[config.mk]
export PLATFORM = sky130hd
export DESIGN_NAME = rts_mac
export DESIGN_NICKNAME = d
export VERILOG_FILES = /design/src/rtl/rotate_translate_scale_points_defines.svh /design/src/rtl/rts_pkg.sv /design/src/rtl/rts_mac.sv
export SDC_FILE = /design/constraint.sdc
export NUM_CORES = 2
export LEC_CHECK = 0
export ABC_AREA = 1
export BUFFER_PORTS_ARGS = -buffer_cell sky130_fd_sc_hd__buf_2
export CELL_PAD_IN_SITES_DETAIL_PLACEMENT = 1
export CELL_PAD_IN_SITES_GLOBAL_PLACEMENT = 1
export CORE_UTILIZATION = 45
export CTS_CLUSTER_DIAMETER = 40
export CTS_CLUSTER_SIZE = 30
export DETAILED_ROUTE_END_ITERATION = 10
export GPL_ROUTABILITY_DRIVEN = 0
export HOLD_SLACK_MARGIN = 0.15
export PLACE_DENSITY_LB_ADDON = 0.1
export REMOVE_ABC_BUFFERS = 1
export SYNTH_ARGS = -nofsm -noshare
export SYNTH_HDL_FRONTEND = slang
export SYNTH_SLANG_ARGS = --single-unit
[constraint.sdc]
create_clock -name clk_i -period 4.2 [get_ports clk_i]
set_input_delay 0.42 -clock clk_i [delete_from_list [all_inputs] [get_ports clk_i]]
set_output_delay 0.42 -clock clk_i [all_outputs]
set_load 0.01 [all_outputs]
[src/rtl/rotate_translate_scale_points_defines.svh]
// assertion macros used by the top rts module
`ifndef ROTATE_TRANSLATE_SCALE_POINTS_DEFINES_SVH
`define ROTATE_TRANSLATE_SCALE_POINTS_DEFINES_SVH
`ifndef SYNTH
`define RTS_ASSERT(lbl, prop) \
  lbl: assert property (@(posedge clk_i) disable iff (!rst_ni) prop) \
    else $error("rts assertion failed");
`define RTS_ASSERT_RST(lbl, prop) \
  lbl: assert property (@(posedge clk_i) prop) else $error("rts assertion failed");
`else
`define RTS_ASSERT(lbl, prop)
`define RTS_ASSERT_RST(lbl, prop)
`endif
`endif

[src/rtl/rts_pkg.sv]
`timescale 1ns / 1ps
package rts_pkg;

  localparam int DW   = 32;       // data word, Q16.16
  localparam int OPW  = DW + 1;   // multiplier operand
  localparam int ACCW = 2 * OPW;  // product and accumulator
  localparam int AW   = 16;       // angle, Q3.12

  localparam int CORDIC_STEPS = 16;
  localparam int ITW = 5;
  localparam int CXW = 33;
  localparam int CZW = 29;

  localparam logic signed [DW-1:0]  ONE_Q16     = 32'sd65536;
  localparam logic signed [CXW-1:0] GAIN_Q30    = 33'sd652032874;
  localparam logic signed [CZW-1:0] PI_Q24      = 29'sd52707179;
  localparam logic signed [CZW-1:0] TWO_PI_Q24  = 29'sd105414358;
  localparam logic signed [CZW-1:0] HALF_PI_Q24 = 29'sd26353589;

  localparam int CFG_IDXW = 3;
  localparam logic [CFG_IDXW-1:0] REG_OFFSET_X  = 3'd0;
  localparam logic [CFG_IDXW-1:0] REG_OFFSET_Y  = 3'd1;
  localparam logic [CFG_IDXW-1:0] REG_OFFSET_Z  = 3'd2;
  localparam logic [CFG_IDXW-1:0] REG_SCALE     = 3'd3;
  localparam logic [CFG_IDXW-1:0] REG_VECTOR_EN = 3'd4;

  // operand source codes
  localparam int SRCW = 6;
  localparam logic [SRCW-1:0] SRC_TRIG0 = 6'd0;   // ca sa cb sb cc sc
  localparam logic [SRCW-1:0] SRC_TU0   = 6'd6;   // t u
  localparam logic [SRCW-1:0] SRC_INC0  = 6'd8;
  localparam logic [SRCW-1:0] SRC_M0    = 6'd17;
  localparam logic [SRCW-1:0] SRC_D0    = 6'd26;
  localparam logic [SRCW-1:0] SRC_V0    = 6'd29;
  localparam logic [SRCW-1:0] SRC_SCALE = 6'd32;
  localparam logic [SRCW-1:0] SRC_ROT0  = 6'd33;
  localparam logic [SRCW-1:0] SRC_CA = SRC_TRIG0;
  localparam logic [SRCW-1:0] SRC_SA = SRC_TRIG0 + 6'd1;
  localparam logic [SRCW-1:0] SRC_CB = SRC_TRIG0 + 6'd2;
  localparam logic [SRCW-1:0] SRC_SB = SRC_TRIG0 + 6'd3;
  localparam logic [SRCW-1:0] SRC_CC = SRC_TRIG0 + 6'd4;
  localparam logic [SRCW-1:0] SRC_SC = SRC_TRIG0 + 6'd5;
  localparam logic [SRCW-1:0] SRC_T  = SRC_TU0;
  localparam logic [SRCW-1:0] SRC_U  = SRC_TU0 + 6'd1;

  // result destination codes
  localparam int DSTW = 5;
  localparam logic [DSTW-1:0] DST_TU0  = 5'd0;
  localparam logic [DSTW-1:0] DST_INC0 = 5'd2;
  localparam logic [DSTW-1:0] DST_NM0  = 5'd11;
  localparam logic [DSTW-1:0] DST_ROT0 = 5'd20;
  localparam logic [DSTW-1:0] DST_OUT0 = 5'd23;
  localparam logic [DSTW-1:0] DST_NONE = 5'd31;

  localparam int STW = 6;
  localparam logic [STW-1:0] PT_END  = 6'd21;
  localparam logic [STW-1:0] ROT_END = 6'd42;

  typedef struct packed {
    logic            vld;
    logic [SRCW-1:0] a;
    logic            neg;
    logic [SRCW-1:0] b;
    logic            first;
    logic            last;
    logic [DSTW-1:0] dst;
  } uop_t;

  typedef struct packed {
    logic            vld;
    logic            first;
    logic            last;
    logic [DSTW-1:0] dst;
  } mac_ctl_t;

  function automatic logic signed [CZW-1:0] atan_q24(input logic [ITW-1:0] i);
    logic signed [CZW-1:0] r;
    case (i)
      5'd0:  r = 29'sd13176795;
      5'd1:  r = 29'sd7778716;
      5'd2:  r = 29'sd4110060;
      5'd3:  r = 29'sd2086331;
      5'd4:  r = 29'sd1047214;
      5'd5:  r = 29'sd524117;
      5'd6:  r = 29'sd262123;
      5'd7:  r = 29'sd131069;
      5'd8:  r = 29'sd65536;
      5'd9:  r = 29'sd32768;
      5'd10: r = 29'sd16384;
      5'd11: r = 29'sd8192;
      5'd12: r = 29'sd4096;
      5'd13: r = 29'sd2048;
      5'd14: r = 29'sd1024;
      5'd15: r = 29'sd512;
      5'd16: r = 29'sd256;
      5'd17: r = 29'sd128;
      5'd18: r = 29'sd64;
      5'd19: r = 29'sd32;
      5'd20: r = 29'sd16;
      5'd21: r = 29'sd8;
      5'd22: r = 29'sd4;
      5'd23: r = 29'sd2;
      default: r = '0;
    endcase
    return r;
  endfunction

  function automatic uop_t mk(input logic [SRCW-1:0] a, input logic neg,
                              input logic [SRCW-1:0] b, input logic first,
                              input logic last, input logic [DSTW-1:0] dst);
    uop_t u;
    u.vld   = 1'b1;
    u.a     = a;
    u.neg   = neg;
    u.b     = b;
    u.first = first;
    u.last  = last;
    u.dst   = dst;
    return u;
  endfunction

  // incremental matrix, then new = inc * m, one product per step
  function automatic uop_t rot_uop(input logic [STW-1:0] step);
    uop_t u;
    u = '0;
    u.dst = DST_NONE;
    case (step)
      6'd0:  u = mk(SRC_SA, 1'b0, SRC_SB, 1'b1, 1'b1, DST_TU0);
      6'd1:  u = mk(SRC_CA, 1'b0, SRC_SB, 1'b1, 1'b1, DST_TU0 + 5'd1);
      6'd2:  u = mk(SRC_CB, 1'b0, SRC_CC, 1'b1, 1'b1, DST_INC0);
      6'd3:  u = mk(SRC_CB, 1'b0, SRC_SC, 1'b1, 1'b1, DST_INC0 + 5'd1);
      6'd4:  u = mk(SRC_SA, 1'b0, SRC_CB, 1'b1, 1'b1, DST_INC0 + 5'd5);
      6'd5:  u = mk(SRC_CA, 1'b0, SRC_CB, 1'b1, 1'b1, DST_INC0 + 5'd8);
      6'd6:  u = mk(SRC_T,  1'b1, SRC_CC, 1'b1, 1'b0, DST_INC0 + 5'd3);
      6'd7:  u = mk(SRC_CA, 1'b1, SRC_SC, 1'b0, 1'b1, DST_INC0 + 5'd3);
      6'd8:  u = mk(SRC_T,  1'b1, SRC_SC, 1'b1, 1'b0, DST_INC0 + 5'd4);
      6'd9:  u = mk(SRC_CA, 1'b0, SRC_CC, 1'b0, 1'b1, DST_INC0 + 5'd4);
      6'd10: u = mk(SRC_U,  1'b1, SRC_CC, 1'b1, 1'b0, DST_INC0 + 5'd6);
      6'd11: u = mk(SRC_SA, 1'b0, SRC_SC, 1'b0, 1'b1, DST_INC0 + 5'd6);
      6'd12: u = mk(SRC_U,  1'b1, SRC_SC, 1'b1, 1'b0, DST_INC0 + 5'd7);
      6'd13: u = mk(SRC_SA, 1'b1, SRC_CC, 1'b0, 1'b1, DST_INC0 + 5'd7);
      default: begin
        for (int jj = 0; jj < 3; jj++) begin
          for (int ii = 0; ii < 3; ii++) begin
            for (int kk = 0; kk < 3; kk++) begin
              if (step == STW'(14 + jj * 9 + ii * 3 + kk)) begin
                u = mk(SRCW'(SRC_INC0 + jj * 3 + kk), 1'b0, SRCW'(SRC_M0 + kk * 3 + ii),
                       kk == 0, kk == 2, DSTW'(DST_NM0 + jj * 3 + ii));
              end
            end
          end
        end
      end
    endcase
    return u;
  endfunction

  function automatic uop_t pt_uop(input logic [STW-1:0] step);
    uop_t u;
    u = '0;
    u.dst = DST_NONE;
    for (int jj = 0; jj < 3; jj++) begin
      for (int kk = 0; kk < 3; kk++) begin
        if (step == STW'(jj * 3 + kk)) begin
          u = mk(SRCW'(SRC_M0 + jj * 3 + kk), 1'b0, SRCW'(SRC_D0 + kk),
                 kk == 0, kk == 2, DSTW'(DST_ROT0 + jj));
        end
        if (step == STW'(9 + jj * 3 + kk)) begin
          u = mk(SRCW'(SRC_M0 + jj * 3 + kk), 1'b0, SRCW'(SRC_V0 + kk),
                 kk == 0, kk == 2, DSTW'(DST_OUT0 + 3 + jj));
        end
      end
      if (step == STW'(18 + jj)) begin
        u = mk(SRC_SCALE, 1'b0, SRCW'(SRC_ROT0 + jj), 1'b1, 1'b1, DSTW'(DST_OUT0 + jj));
      end
    end
    return u;
  endfunction

endpackage

[src/rtl/rts_mac.sv]
`timescale 1ns / 1ps
module rts_mac import rts_pkg::*; (
  input  logic                  clk_i,
  input  logic                  rst_ni,
  input  mac_ctl_t              ctl_i,
  input  logic signed [OPW-1:0] a_i,
  input  logic signed [OPW-1:0] b_i,
  output mac_ctl_t              wr_o,
  output logic signed [DW-1:0]  res_o
);

  localparam logic signed [ACCW-1:0] SAT_HI = ACCW'(64'sh7fffffff);
  localparam logic signed [ACCW-1:0] SAT_LO = -SAT_HI - 1;

  mac_ctl_t               ctl_q;
  logic signed [ACCW-1:0] prod_q, acc_q, prod_d, sum, rnd;

  assign prod_d = a_i * b_i;
  assign sum    = (ctl_q.first ? '0 : acc_q) + prod_q;
  // round half up, then clamp to the word
  assign rnd    = (sum + ACCW'(32768)) >>> 16;

  always_comb begin
    if (rnd > SAT_HI) begin
      res_o = SAT_HI[DW-1:0];
    end else if (rnd < SAT_LO) begin
      res_o = SAT_LO[DW-1:0];
    end else begin
      res_o = rnd[DW-1:0];
    end
  end

  always_comb begin
    wr_o     = ctl_q;
    wr_o.vld = ctl_q.vld && ctl_q.last;
  end

  always_ff @(posedge clk_i or negedge rst_ni) begin
    if (!rst_ni) begin
      ctl_q <= '0;
    end else begin
      ctl_q <= ctl_i;
    end
  end

  always_ff @(posedge clk_i) begin
    if (ctl_i.vld) begin
      prod_q <= prod_d;
    end
    if (ctl_q.vld) begin
      acc_q <= sum;
    end
  end

endmodule
==> summary.md <==
| Metric | Value |
|---|---|
| Outcome | `finished, violations left` |
| Violated checks | `setup timing` |
| Layout area overhead | `28.8%` |
| Flops & latches, synth | `140` |
| Vias in the first global route | `between 50000 and 60000` |
| Final period util | `179%` |
| Max-cap violation count | `0` |
| Synth top cells by count | `inv_1 (2165), nand2_1 (2019), fa_1 (1146)` |
| Count leader, synth | `inv_1` |
| Core area | `116000 um2` |
| Root Driver | `clkbuf_16` |
| CP Class | `in -> reg` |
| Initial antenna violation count | `0` |
| Fmax achieved | `133 MHz` |
| Cell Area, Placed | `62200 um2` |
| GRT overflow | `0` |
| CTS H-tree depth | `4` |
| Max Transition Viols Final | `0` |
| Slew Limit Headroom | `20.5%` |
| Cell area after synthesis | `52700 um2` |
| CP Launch Type | `input port` |
| Die Wd | `about 340 um` |
| Fin. Hold Viols | `0` |
| Residual DRC | `0` |
| Clock skew | `around 0.016 ns` |
| Ranking of synthesized cells by area | `fa_1 (44%), inv_1 (15%), nand2_1 (14%), edfxtp_1 (7.5%), ha_1 (6.7%)` |
| CTS Buf Count | `17` |
| Largest stage delay, worst path | `about 0.54 ns` |
| Yosys top cell area share | `between 40 and 50%` |
| Worst skew pair latency | `0.48 ns` |
| Worst Hold Class | `in -> async` |
| Wire length of the first global-routing pass | `307000 um` |
| Crit-path slowest cell | `fa_1` |
| Synth Flop Type | `edfxtp_1` |
| Cell taking the most area after synthesis | `fa_1` |
| Row Count | `125` |
| Clock Tree Buf Depth | `2` |
| WL/cell | `22.7 um` |
| # fillers | `14030` |
| Post-synth EDFFs | `132` |
| Initial drt markers | `between 2000 and 3000` |
| FFs w/ async S/R, synth | `5.71%` |
| Worst EP required | `between 4 and 5 ns` |
| Largest net degree at the start of global routing | `41` |
| PortBufs | `115` |
| Top cell by count, worst path | `fa_1` |
| Die height | `~340 um` |
| Sequential area share after synthesis | `7.90%` |
| Avg Inst Size Synth | `7.53 um2` |
| Initial Utilization | `45.4%` |
| Die area | `119000 um2` |
| Vias after detailed routing | `approximately 50000` |
| YS warnings | `0` |
| Clock-pin transition on the worst setup and hold timing paths | `0.07 ns` |
| Share of layout cells above drive strength 1 | `a little under a quarter` |
| RSZ-0062 raised after global routing | `yes` |
| Minimum clock period | `roughly 7.5 ns` |
| Worst-margin pin slew | `between 1 and 1.5 ns` |
| ANT nets after route | `0` |
| Io pins | `roughly 120` |
| First-pass iteration count of the detailed router | `6` |
| Post-Syn Instances | `7000` |
| Fin area | `67900 um2` |
| DPL Wire Length | `165000 um` |
| Crit path max fanout | `6` |
| Worst Slack Setup Final | `-3.34 ns` |
| CTS tree | `yes` |
| Fin util | `58.5%` |
| Crit path arrival time | `7.75 ns` |
| Final Net Count | `9450` |
| Yosys cell types | `47` |
| Finish-stage setup viols | `91` |
| Worst setup EP type | `flip-flop` |
| Total wire length | `215000 um` |
| Vias/cell | `between 5 and 6` |
| CTS Sinks | `140` |
| GRT Util Overall | `34.1%` |
[what timing repair did]
action                                 CTS  global route
pin swaps                              152           200
hold buffers                             8             0
gates cloned                             5             3
resized for setup                      607           400
buffers inserted                        81            61
setup endpoints to repair               91            91
endpoints found under the hold margin   15             0
[critical path: cells and delay by family]
kind / cells / cell delay, ns
fa+ha+maj: 9 / 4.10
xor+xnor: 1 / 0.11
buf+inv: 12 / 1.24
simple gates: 3 / 0.40
compound gates: 8 / 1.44
[final cells by class]
class	instances	area (um2)	share of cell area, %
Antenna cell	1	2.50	0.00368
Clock buffer	17	425	0.626
Clock inverter	15	193	0.284
Inverter	2173	8170	12.0
Multi-Input combinational cell	4404	42200	62.1
Sequential cell	140	4170	6.13
Tap cell	1524	1910	2.81
Timing Repair Buffer	1209	10900	16.1
[sequential cells by signal (all words and copies together), names as in the netlist]
register,cells
wr_o,7
prod_q,66
acc_q,66
ctl_q,1
[path summary, 6_finish.rpt]
kind                            cells past startpoint  slack, ns         end       from
worst min-delay path                                2       0.32     wr_o[2]     rst_ni
max in group asynchronous                           2       3.70     wr_o[6]     rst_ni
worst min register to register                      1       0.59    acc_q[0]  prod_q[0]
min in group clk_i                                  4       0.52   prod_q[0]     b_i[0]
worst max register to register                     18       0.79   acc_q[65]    wr_o[6]
worst max-delay path                               33      -3.34  prod_q[59]     b_i[3]
[placed cells by master (no fill, tap or decap), types with 77 or more instances in the layout]
master / count
inv_1: 2054
nand2_1: 1922
fa_1: 1068
buf_4: 892
nor2_1: 284
ha_1: 217
edfxtp_1: 132
buf_6: 118
inv_2: 115
nand3_1: 109
buf_12: 93
fa_2: 78
nand2_2: 77
[through the flow]
| step | hold WS, ns | setup WS, ns | setup TNS, ns | instances |
|---|---|---|---|---|
| floorplan | 0.124 | -2.89 | -149.70 | 6717 |
| global placement | 0.263 | -3.55 | -197.46 | 9307 |
| detailed placement | 0.264 | -3.77 | -212.25 | 9307 |
| CTS | 0.275 | -2.66 | -164.06 | 9433 |
| global route | 0.333 | -3.43 | -210.81 | 9482 |
| finish | 0.322 | -3.34 | -197.46 | 9483 |
[layer usage]
metal	vias up	global-route usage [%]	share of wire, %
met5	-	0	0
met4	0	12.6	5.6
met3	652	3.99	5.5
met2	1731	61.5	50
met1	25122	41.5	39
li1	21497	-	-
[cells by family after synthesis]
logic type                 share of synthesized area [%]
xor gates and xnor gates                            2.09
adders and majority gates                           50.2
and+or+nand+nor                                     19.7
AOI/OAI and AO/OA                                   2.51
buffers and inverters                               17.6
DFF                                                 7.90
Power is not shown: default switching activity piles up to over one toggle a cycle in this logic, so the estimate is an artifact.
