==> config.mk <==
export PLATFORM = sky130hd
export DESIGN_NAME = rts_cordic
export DESIGN_NICKNAME = d
export VERILOG_FILES = /design/src/rtl/rotate_translate_scale_points_defines.svh /design/src/rtl/rts_pkg.sv /design/src/rtl/rts_cordic.sv
export SDC_FILE = /design/constraint.sdc
export NUM_CORES = 1
export LEC_CHECK = 0
export ABC_AREA = 1
export BUFFER_PORTS_ARGS = -buffer_cell sky130_fd_sc_hd__buf_2
export CAP_MARGIN = 20
export CORE_UTILIZATION = 60
export CTS_BUF_LIST = sky130_fd_sc_hd__clkbuf_16
export DETAILED_ROUTE_END_ITERATION = 10
export PLACE_DENSITY = 0.78
export SETUP_SLACK_MARGIN = 0.1
export SLEW_MARGIN = 20
export SYNTH_ARGS = -nofsm -noshare
export SYNTH_HDL_FRONTEND = slang
export SYNTH_SLANG_ARGS = --single-unit
==> constraint.sdc <==
create_clock -name clk_i -period 5.4 [get_ports clk_i]
set_input_delay 0 -clock clk_i [delete_from_list [all_inputs] [get_ports clk_i]]
set_output_delay 0 -clock clk_i [all_outputs]
set_load 0.005 [all_outputs]
==> src/rtl/rotate_translate_scale_points_defines.svh <==
// assertion macros used by the top rts module
`ifndef ROTATE_TRANSLATE_SCALE_POINTS_DEFINES_SVH
`define ROTATE_TRANSLATE_SCALE_POINTS_DEFINES_SVH
`ifndef SYNTH
`define RTS_ASSERT(lbl, prop) \
  lbl: assert property (@(posedge clk_i) disable iff (!rst_ni) prop) \
    else $error("rts assertion failed");
`define RTS_ASSERT_RST(lbl, prop) \
  lbl: assert property (@(posedge clk_i) prop) else $error("rts assertion failed");
`else
`define RTS_ASSERT(lbl, prop)
`define RTS_ASSERT_RST(lbl, prop)
`endif
`endif

==> src/rtl/rts_pkg.sv <==
`timescale 1ns / 1ps
package rts_pkg;

  localparam int DW   = 32;       // data word, Q16.16
  localparam int OPW  = DW + 1;   // multiplier operand
  localparam int ACCW = 2 * OPW;  // product and accumulator
  localparam int AW   = 16;       // angle, Q3.12

  localparam int CORDIC_STEPS = 16;
  localparam int ITW = 5;
  localparam int CXW = 33;
  localparam int CZW = 29;

  localparam logic signed [DW-1:0]  ONE_Q16     = 32'sd65536;
  localparam logic signed [CXW-1:0] GAIN_Q30    = 33'sd652032874;
  localparam logic signed [CZW-1:0] PI_Q24      = 29'sd52707179;
  localparam logic signed [CZW-1:0] TWO_PI_Q24  = 29'sd105414358;
  localparam logic signed [CZW-1:0] HALF_PI_Q24 = 29'sd26353589;

  localparam int CFG_IDXW = 3;
  localparam logic [CFG_IDXW-1:0] REG_OFFSET_X  = 3'd0;
  localparam logic [CFG_IDXW-1:0] REG_OFFSET_Y  = 3'd1;
  localparam logic [CFG_IDXW-1:0] REG_OFFSET_Z  = 3'd2;
  localparam logic [CFG_IDXW-1:0] REG_SCALE     = 3'd3;
  localparam logic [CFG_IDXW-1:0] REG_VECTOR_EN = 3'd4;

  // operand source codes
  localparam int SRCW = 6;
  localparam logic [SRCW-1:0] SRC_TRIG0 = 6'd0;   // ca sa cb sb cc sc
  localparam logic [SRCW-1:0] SRC_TU0   = 6'd6;   // t u
  localparam logic [SRCW-1:0] SRC_INC0  = 6'd8;
  localparam logic [SRCW-1:0] SRC_M0    = 6'd17;
  localparam logic [SRCW-1:0] SRC_D0    = 6'd26;
  localparam logic [SRCW-1:0] SRC_V0    = 6'd29;
  localparam logic [SRCW-1:0] SRC_SCALE = 6'd32;
  localparam logic [SRCW-1:0] SRC_ROT0  = 6'd33;
  localparam logic [SRCW-1:0] SRC_CA = SRC_TRIG0;
  localparam logic [SRCW-1:0] SRC_SA = SRC_TRIG0 + 6'd1;
  localparam logic [SRCW-1:0] SRC_CB = SRC_TRIG0 + 6'd2;
  localparam logic [SRCW-1:0] SRC_SB = SRC_TRIG0 + 6'd3;
  localparam logic [SRCW-1:0] SRC_CC = SRC_TRIG0 + 6'd4;
  localparam logic [SRCW-1:0] SRC_SC = SRC_TRIG0 + 6'd5;
  localparam logic [SRCW-1:0] SRC_T  = SRC_TU0;
  localparam logic [SRCW-1:0] SRC_U  = SRC_TU0 + 6'd1;

  // result destination codes
  localparam int DSTW = 5;
  localparam logic [DSTW-1:0] DST_TU0  = 5'd0;
  localparam logic [DSTW-1:0] DST_INC0 = 5'd2;
  localparam logic [DSTW-1:0] DST_NM0  = 5'd11;
  localparam logic [DSTW-1:0] DST_ROT0 = 5'd20;
  localparam logic [DSTW-1:0] DST_OUT0 = 5'd23;
  localparam logic [DSTW-1:0] DST_NONE = 5'd31;

  localparam int STW = 6;
  localparam logic [STW-1:0] PT_END  = 6'd21;
  localparam logic [STW-1:0] ROT_END = 6'd42;

  typedef struct packed {
    logic            vld;
    logic [SRCW-1:0] a;
    logic            neg;
    logic [SRCW-1:0] b;
    logic            first;
    logic            last;
    logic [DSTW-1:0] dst;
  } uop_t;

  typedef struct packed {
    logic            vld;
    logic            first;
    logic            last;
    logic [DSTW-1:0] dst;
  } mac_ctl_t;

  function automatic logic signed [CZW-1:0] atan_q24(input logic [ITW-1:0] i);
    logic signed [CZW-1:0] r;
    case (i)
      5'd0:  r = 29'sd13176795;
      5'd1:  r = 29'sd7778716;
      5'd2:  r = 29'sd4110060;
      5'd3:  r = 29'sd2086331;
      5'd4:  r = 29'sd1047214;
      5'd5:  r = 29'sd524117;
      5'd6:  r = 29'sd262123;
      5'd7:  r = 29'sd131069;
      5'd8:  r = 29'sd65536;
      5'd9:  r = 29'sd32768;
      5'd10: r = 29'sd16384;
      5'd11: r = 29'sd8192;
      5'd12: r = 29'sd4096;
      5'd13: r = 29'sd2048;
      5'd14: r = 29'sd1024;
      5'd15: r = 29'sd512;
      5'd16: r = 29'sd256;
      5'd17: r = 29'sd128;
      5'd18: r = 29'sd64;
      5'd19: r = 29'sd32;
      5'd20: r = 29'sd16;
      5'd21: r = 29'sd8;
      5'd22: r = 29'sd4;
      5'd23: r = 29'sd2;
      default: r = '0;
    endcase
    return r;
  endfunction

  function automatic uop_t mk(input logic [SRCW-1:0] a, input logic neg,
                              input logic [SRCW-1:0] b, input logic first,
                              input logic last, input logic [DSTW-1:0] dst);
    uop_t u;
    u.vld   = 1'b1;
    u.a     = a;
    u.neg   = neg;
    u.b     = b;
    u.first = first;
    u.last  = last;
    u.dst   = dst;
    return u;
  endfunction

  // incremental matrix, then new = inc * m, one product per step
  function automatic uop_t rot_uop(input logic [STW-1:0] step);
    uop_t u;
    u = '0;
    u.dst = DST_NONE;
    case (step)
      6'd0:  u = mk(SRC_SA, 1'b0, SRC_SB, 1'b1, 1'b1, DST_TU0);
      6'd1:  u = mk(SRC_CA, 1'b0, SRC_SB, 1'b1, 1'b1, DST_TU0 + 5'd1);
      6'd2:  u = mk(SRC_CB, 1'b0, SRC_CC, 1'b1, 1'b1, DST_INC0);
      6'd3:  u = mk(SRC_CB, 1'b0, SRC_SC, 1'b1, 1'b1, DST_INC0 + 5'd1);
      6'd4:  u = mk(SRC_SA, 1'b0, SRC_CB, 1'b1, 1'b1, DST_INC0 + 5'd5);
      6'd5:  u = mk(SRC_CA, 1'b0, SRC_CB, 1'b1, 1'b1, DST_INC0 + 5'd8);
      6'd6:  u = mk(SRC_T,  1'b1, SRC_CC, 1'b1, 1'b0, DST_INC0 + 5'd3);
      6'd7:  u = mk(SRC_CA, 1'b1, SRC_SC, 1'b0, 1'b1, DST_INC0 + 5'd3);
      6'd8:  u = mk(SRC_T,  1'b1, SRC_SC, 1'b1, 1'b0, DST_INC0 + 5'd4);
      6'd9:  u = mk(SRC_CA, 1'b0, SRC_CC, 1'b0, 1'b1, DST_INC0 + 5'd4);
      6'd10: u = mk(SRC_U,  1'b1, SRC_CC, 1'b1, 1'b0, DST_INC0 + 5'd6);
      6'd11: u = mk(SRC_SA, 1'b0, SRC_SC, 1'b0, 1'b1, DST_INC0 + 5'd6);
      6'd12: u = mk(SRC_U,  1'b1, SRC_SC, 1'b1, 1'b0, DST_INC0 + 5'd7);
      6'd13: u = mk(SRC_SA, 1'b1, SRC_CC, 1'b0, 1'b1, DST_INC0 + 5'd7);
      default: begin
        for (int jj = 0; jj < 3; jj++) begin
          for (int ii = 0; ii < 3; ii++) begin
            for (int kk = 0; kk < 3; kk++) begin
              if (step == STW'(14 + jj * 9 + ii * 3 + kk)) begin
                u = mk(SRCW'(SRC_INC0 + jj * 3 + kk), 1'b0, SRCW'(SRC_M0 + kk * 3 + ii),
                       kk == 0, kk == 2, DSTW'(DST_NM0 + jj * 3 + ii));
              end
            end
          end
        end
      end
    endcase
    return u;
  endfunction

  function automatic uop_t pt_uop(input logic [STW-1:0] step);
    uop_t u;
    u = '0;
    u.dst = DST_NONE;
    for (int jj = 0; jj < 3; jj++) begin
      for (int kk = 0; kk < 3; kk++) begin
        if (step == STW'(jj * 3 + kk)) begin
          u = mk(SRCW'(SRC_M0 + jj * 3 + kk), 1'b0, SRCW'(SRC_D0 + kk),
                 kk == 0, kk == 2, DSTW'(DST_ROT0 + jj));
        end
        if (step == STW'(9 + jj * 3 + kk)) begin
          u = mk(SRCW'(SRC_M0 + jj * 3 + kk), 1'b0, SRCW'(SRC_V0 + kk),
                 kk == 0, kk == 2, DSTW'(DST_OUT0 + 3 + jj));
        end
      end
      if (step == STW'(18 + jj)) begin
        u = mk(SRC_SCALE, 1'b0, SRCW'(SRC_ROT0 + jj), 1'b1, 1'b1, DSTW'(DST_OUT0 + jj));
      end
    end
    return u;
  endfunction

endpackage

==> src/rtl/rts_cordic.sv <==
`timescale 1ns / 1ps
module rts_cordic import rts_pkg::*; (
  input  logic                 clk_i,
  input  logic                 rst_ni,
  input  logic                 start_i,
  input  logic signed [AW-1:0] angle_i,
  output logic                 done_o,
  output logic signed [DW-1:0] cos_o,
  output logic signed [DW-1:0] sin_o
);

  logic                  busy_q, rnd_q, done_q;
  logic [ITW-1:0]        iter_q;
  logic signed [CXW-1:0] x_q, y_q, dx, dy, xr, yr;
  logic signed [CZW-1:0] z_q, z0, zw, zf;
  logic                  neg_q, negf;
  logic signed [DW-1:0]  cos_q, sin_q;

  // wrap once by two pi, then fold into [-pi/2, pi/2]
  always_comb begin
    z0   = {angle_i[AW-1], angle_i, 12'b0};
    zw   = z0;
    zf   = z0;
    negf = 1'b0;
    if (z0 > PI_Q24) begin
      zw = z0 - TWO_PI_Q24;
    end else if (z0 < -PI_Q24) begin
      zw = z0 + TWO_PI_Q24;
    end
    zf = zw;
    if (zw > HALF_PI_Q24) begin
      zf   = zw - PI_Q24;
      negf = 1'b1;
    end else if (zw < -HALF_PI_Q24) begin
      zf   = zw + PI_Q24;
      negf = 1'b1;
    end
  end

  assign dx = y_q >>> iter_q;
  assign dy = x_q >>> iter_q;
  assign xr = (x_q + 33'sd8192) >>> 14;
  assign yr = (y_q + 33'sd8192) >>> 14;

  always_ff @(posedge clk_i or negedge rst_ni) begin
    if (!rst_ni) begin
      busy_q <= 1'b0;
      rnd_q  <= 1'b0;
      done_q <= 1'b0;
      iter_q <= '0;
    end else begin
      done_q <= 1'b0;
      if (start_i && angle_i == '0) begin
        done_q <= 1'b1;
      end else if (start_i) begin
        busy_q <= 1'b1;
        iter_q <= '0;
      end else if (busy_q) begin
        iter_q <= iter_q + 1'b1;
        if (iter_q == ITW'(CORDIC_STEPS - 1)) begin
          busy_q <= 1'b0;
          rnd_q  <= 1'b1;
        end
      end else if (rnd_q) begin
        rnd_q  <= 1'b0;
        done_q <= 1'b1;
      end
    end
  end

  always_ff @(posedge clk_i) begin
    if (start_i && angle_i == '0) begin
      cos_q <= ONE_Q16;
      sin_q <= '0;
    end else if (start_i) begin
      x_q   <= GAIN_Q30;
      y_q   <= '0;
      z_q   <= zf;
      neg_q <= negf;
    end else if (busy_q) begin
      if (z_q >= 0) begin
        x_q <= x_q - dx;
        y_q <= y_q + dy;
        z_q <= z_q - atan_q24(iter_q);
      end else begin
        x_q <= x_q + dx;
        y_q <= y_q - dy;
        z_q <= z_q + atan_q24(iter_q);
      end
    end else if (rnd_q) begin
      cos_q <= neg_q ? -xr[DW-1:0] : xr[DW-1:0];
      sin_q <= neg_q ? -yr[DW-1:0] : yr[DW-1:0];
    end
  end

  assign done_o = done_q;
  assign cos_o  = cos_q;
  assign sin_o  = sin_q;

endmodule

==> reports/metrics.yaml <==
portBuffers: 83
synth_top_area_share_pct: 18.8
reg2regPathDepth: 27
dpl.hpwl_microns: 53400
crit_type: "reg -> reg"
min_path_type: "in -> reg"
synth_area_leaders: "nand2_1 (19%), edfxtp_1 (14%), ha_1 (6.9%)"
floorplan.initialDensity_pct: 61.7
synth_nets: 3533
setup_tns_ps: 0
dp_cells: 3864
htree_levels: 4
tightest_slew_ps: 872
vias: 23400
setup_viol: 0
skew_ps: 20.8
drtAntennaViolNets: 0
vias_per_cell: 5.96
clkSinkCount: 168
whs_ps: 266
fp.coreArea_sq_mm: 0.0339
routedWlPerCell_microns: 17.8
synth_warnings: 0
synth_flop_cell: "edfxtp_1"
syn_area_sq_mm: 0.0209
chipWidth_microns: 189
overflow: 0
boundaryPins: 84
syn_area_per_cell_sq_um: 6.15
synth_seq_cells: 168
max_freq_mhz: 194
layout-drive-gt1-share_pct: 11.7
grt_max_degree: 72
netlist_instances: 3396
synth_top_area_cell: "nand2_1"
synth_enable_flop_cells: 96
path_max_fanout: 33
ctsLongestPathBuffers: 2
whs_path_depth: 7
cp-start-kind: "flip-flop"
outcome: "completed"
synth_cell_types: 68
cp-end-kind: "flip-flop"
drc_errors: 0
cts_root_buf: "clkbuf_16"
top_layer_used: "met4"
die_height_microns: 189
std_cell_rows: 67
arrival_ps: 5380
die_area_sq_mm: 0.0356
min_period_ps: 5150
met3WireLength_microns: 5230
max_slew_margin_pct: 41.8
cts_tree: "done"
met2_length_microns: 32900
async_reset_ff_share_pct: 4.76
finalWirelength_microns: 69900
clkSlewWorstSetupHoldPaths_ps: 90
antenna_found_initial: 2
stdcell_count: 3921
track_usage_pct: 38.0
place.gp.congestion: 1.04
clock_latency_ps: 470
cts_buffers: 17
yosysMostFrequentCell: "nand2_1"
layout.nets: 3595
synth_common_cells: "nand2_1 (1,046), inv_1 (372), nor2_1 (268), nand3_1 (263), a21oi_1 (218)"
cap_violations: 0
drt_iter0_markers: 2234
seq_area_frac_synth_pct: 20.9
slew_viol_final: 0
critPathRequiredTime_ps: 5630
dr.pass1.iters: 6
hold_violations: 0
grt_setup_unrepaired: "false"
grt_pass1_vias: 21400
fin_crit_sh_pct: 95.3
wirelength_met1_microns: 28000
grt_first_pass_wirelength_microns: 109000
syn2layout_area_growth_pct: 9.02
## layer usage
metal / vias to the layer above / track usage [%]
met3: 232 / 4.32
met4: 0 / 19.1
met2: 1212 / 64.6
met1: 10600 / 47.5
li1: 11300 / -
met5: - / 0
## critical path: stages, from the launching register on
cell,delay [ps]
dfrtp_4,520
inv_2,100
buf_12,190
o21ai_0,170
o21ai_0,470
nand2_1,130
o211ai_1,150
nand2_1,80
nand2_1,90
nand2_1,60
o21ai_0,160
nor2_1,70
nand2_1,150
nand2_1,90
xor2_1,190
ha_1,330
inv_1,70
o21ai_1,240
a21boi_0,200
o21ai_1,260
nand3_1,100
nand2_1,80
inv_1,100
o21ai_1,280
a21boi_2,130
o21ai_0,250
a21oi_1,100
o21a_1,140
## registers in the layout (all words and copies together) (netlist names)
name and cells:
busy_q 1, cos_o 32, done_o 1, iter_q 5, neg_q 1, rnd_q 1, sin_o 32, x_q 33
y_q 33, z_q 29
## timing repair
item / in CTS / in global routing
setup buffers: 0 / 18
endpoints found under the setup margin: 7 / 43
hold buffers: 3 / 0
hold endpoints to repair: 9 / 0
resized for setup: 10 / 68
gates cloned: 0 / 1
pin swaps: 0 / 11
## layout make-up
| cell class | count | area (sq um) |
|---|---|---|
| well taps | 448 | 561 |
| repair buffers | 158 | 1100 |
| inverters | 399 | 1510 |
| flip-flops and latches | 168 | 4370 |
| clock inverters | 15 | 200 |
| multi-input cells | 2714 | 14600 |
| diodes | 2 | 5.00 |
| clock buffers | 17 | 425 |
| fillers | 3138 | 11100 |
## per-stage QoR
stage	utilization (%)	instance area [sq um]	setup WS, ps
after floorplan	-	20900	545
after global placement	64.1	21700	93.5
after detailed placement	64.1	21700	-16.0
after CTS	66.1	22400	79.1
after global routing	67.3	22800	17.8
final	67.3	22800	252
## cells by family after synthesis
| kind of cell | count (synthesis) | synth area share (%) |
|---|---|---|
| flops | 168 | 20.9 |
| compound gates | 643 | 17.5 |
| fa+ha+maj | 118 | 7.17 |
| buf+inv | 514 | 10.3 |
| simple gates | 1793 | 37.3 |
| mux | 13 | 0.623 |
| xor+xnor | 147 | 6.20 |
## path summary, 6_finish.rpt
| check | slack, ps | start | to |
|---|---|---|---|
| setup / recovery | 250 | iter_q[0] | x_q[28] |
| hold / removal | 270 | angle_i[1] | z_q[13] |
| setup reg to reg | 250 | iter_q[0] | x_q[28] |
| hold reg to reg | 450 | sin_o[30] | sin_o[30] |
| max in group asynchronous | 4400 | rst_ni | iter_q[0] |
| min in group asynchronous | 560 | rst_ni | done_o |
## placed cells by master (no fill, tap or decap), types with 19 or more instances in the layout
cell type     n
o211ai_1     34
nor2_1      259
dfxtp_1      64
buf_2        83
or2_2        22
nor3_1       19
o21a_1       19
nor2_2       30
nand2_2      36
a21oi_1     213
o21ai_1      72
edfxtp_1     96
nand3_1     260
nand2_1    1041
inv_2        24
nand4_1      42
ha_1        107
inv_1       369
o21ai_0     186
xnor2_1      42
xor2_1      104
buf_4        62
Power is not shown: default switching activity piles up to over one toggle a cycle in this logic, so the estimate is an artifact.
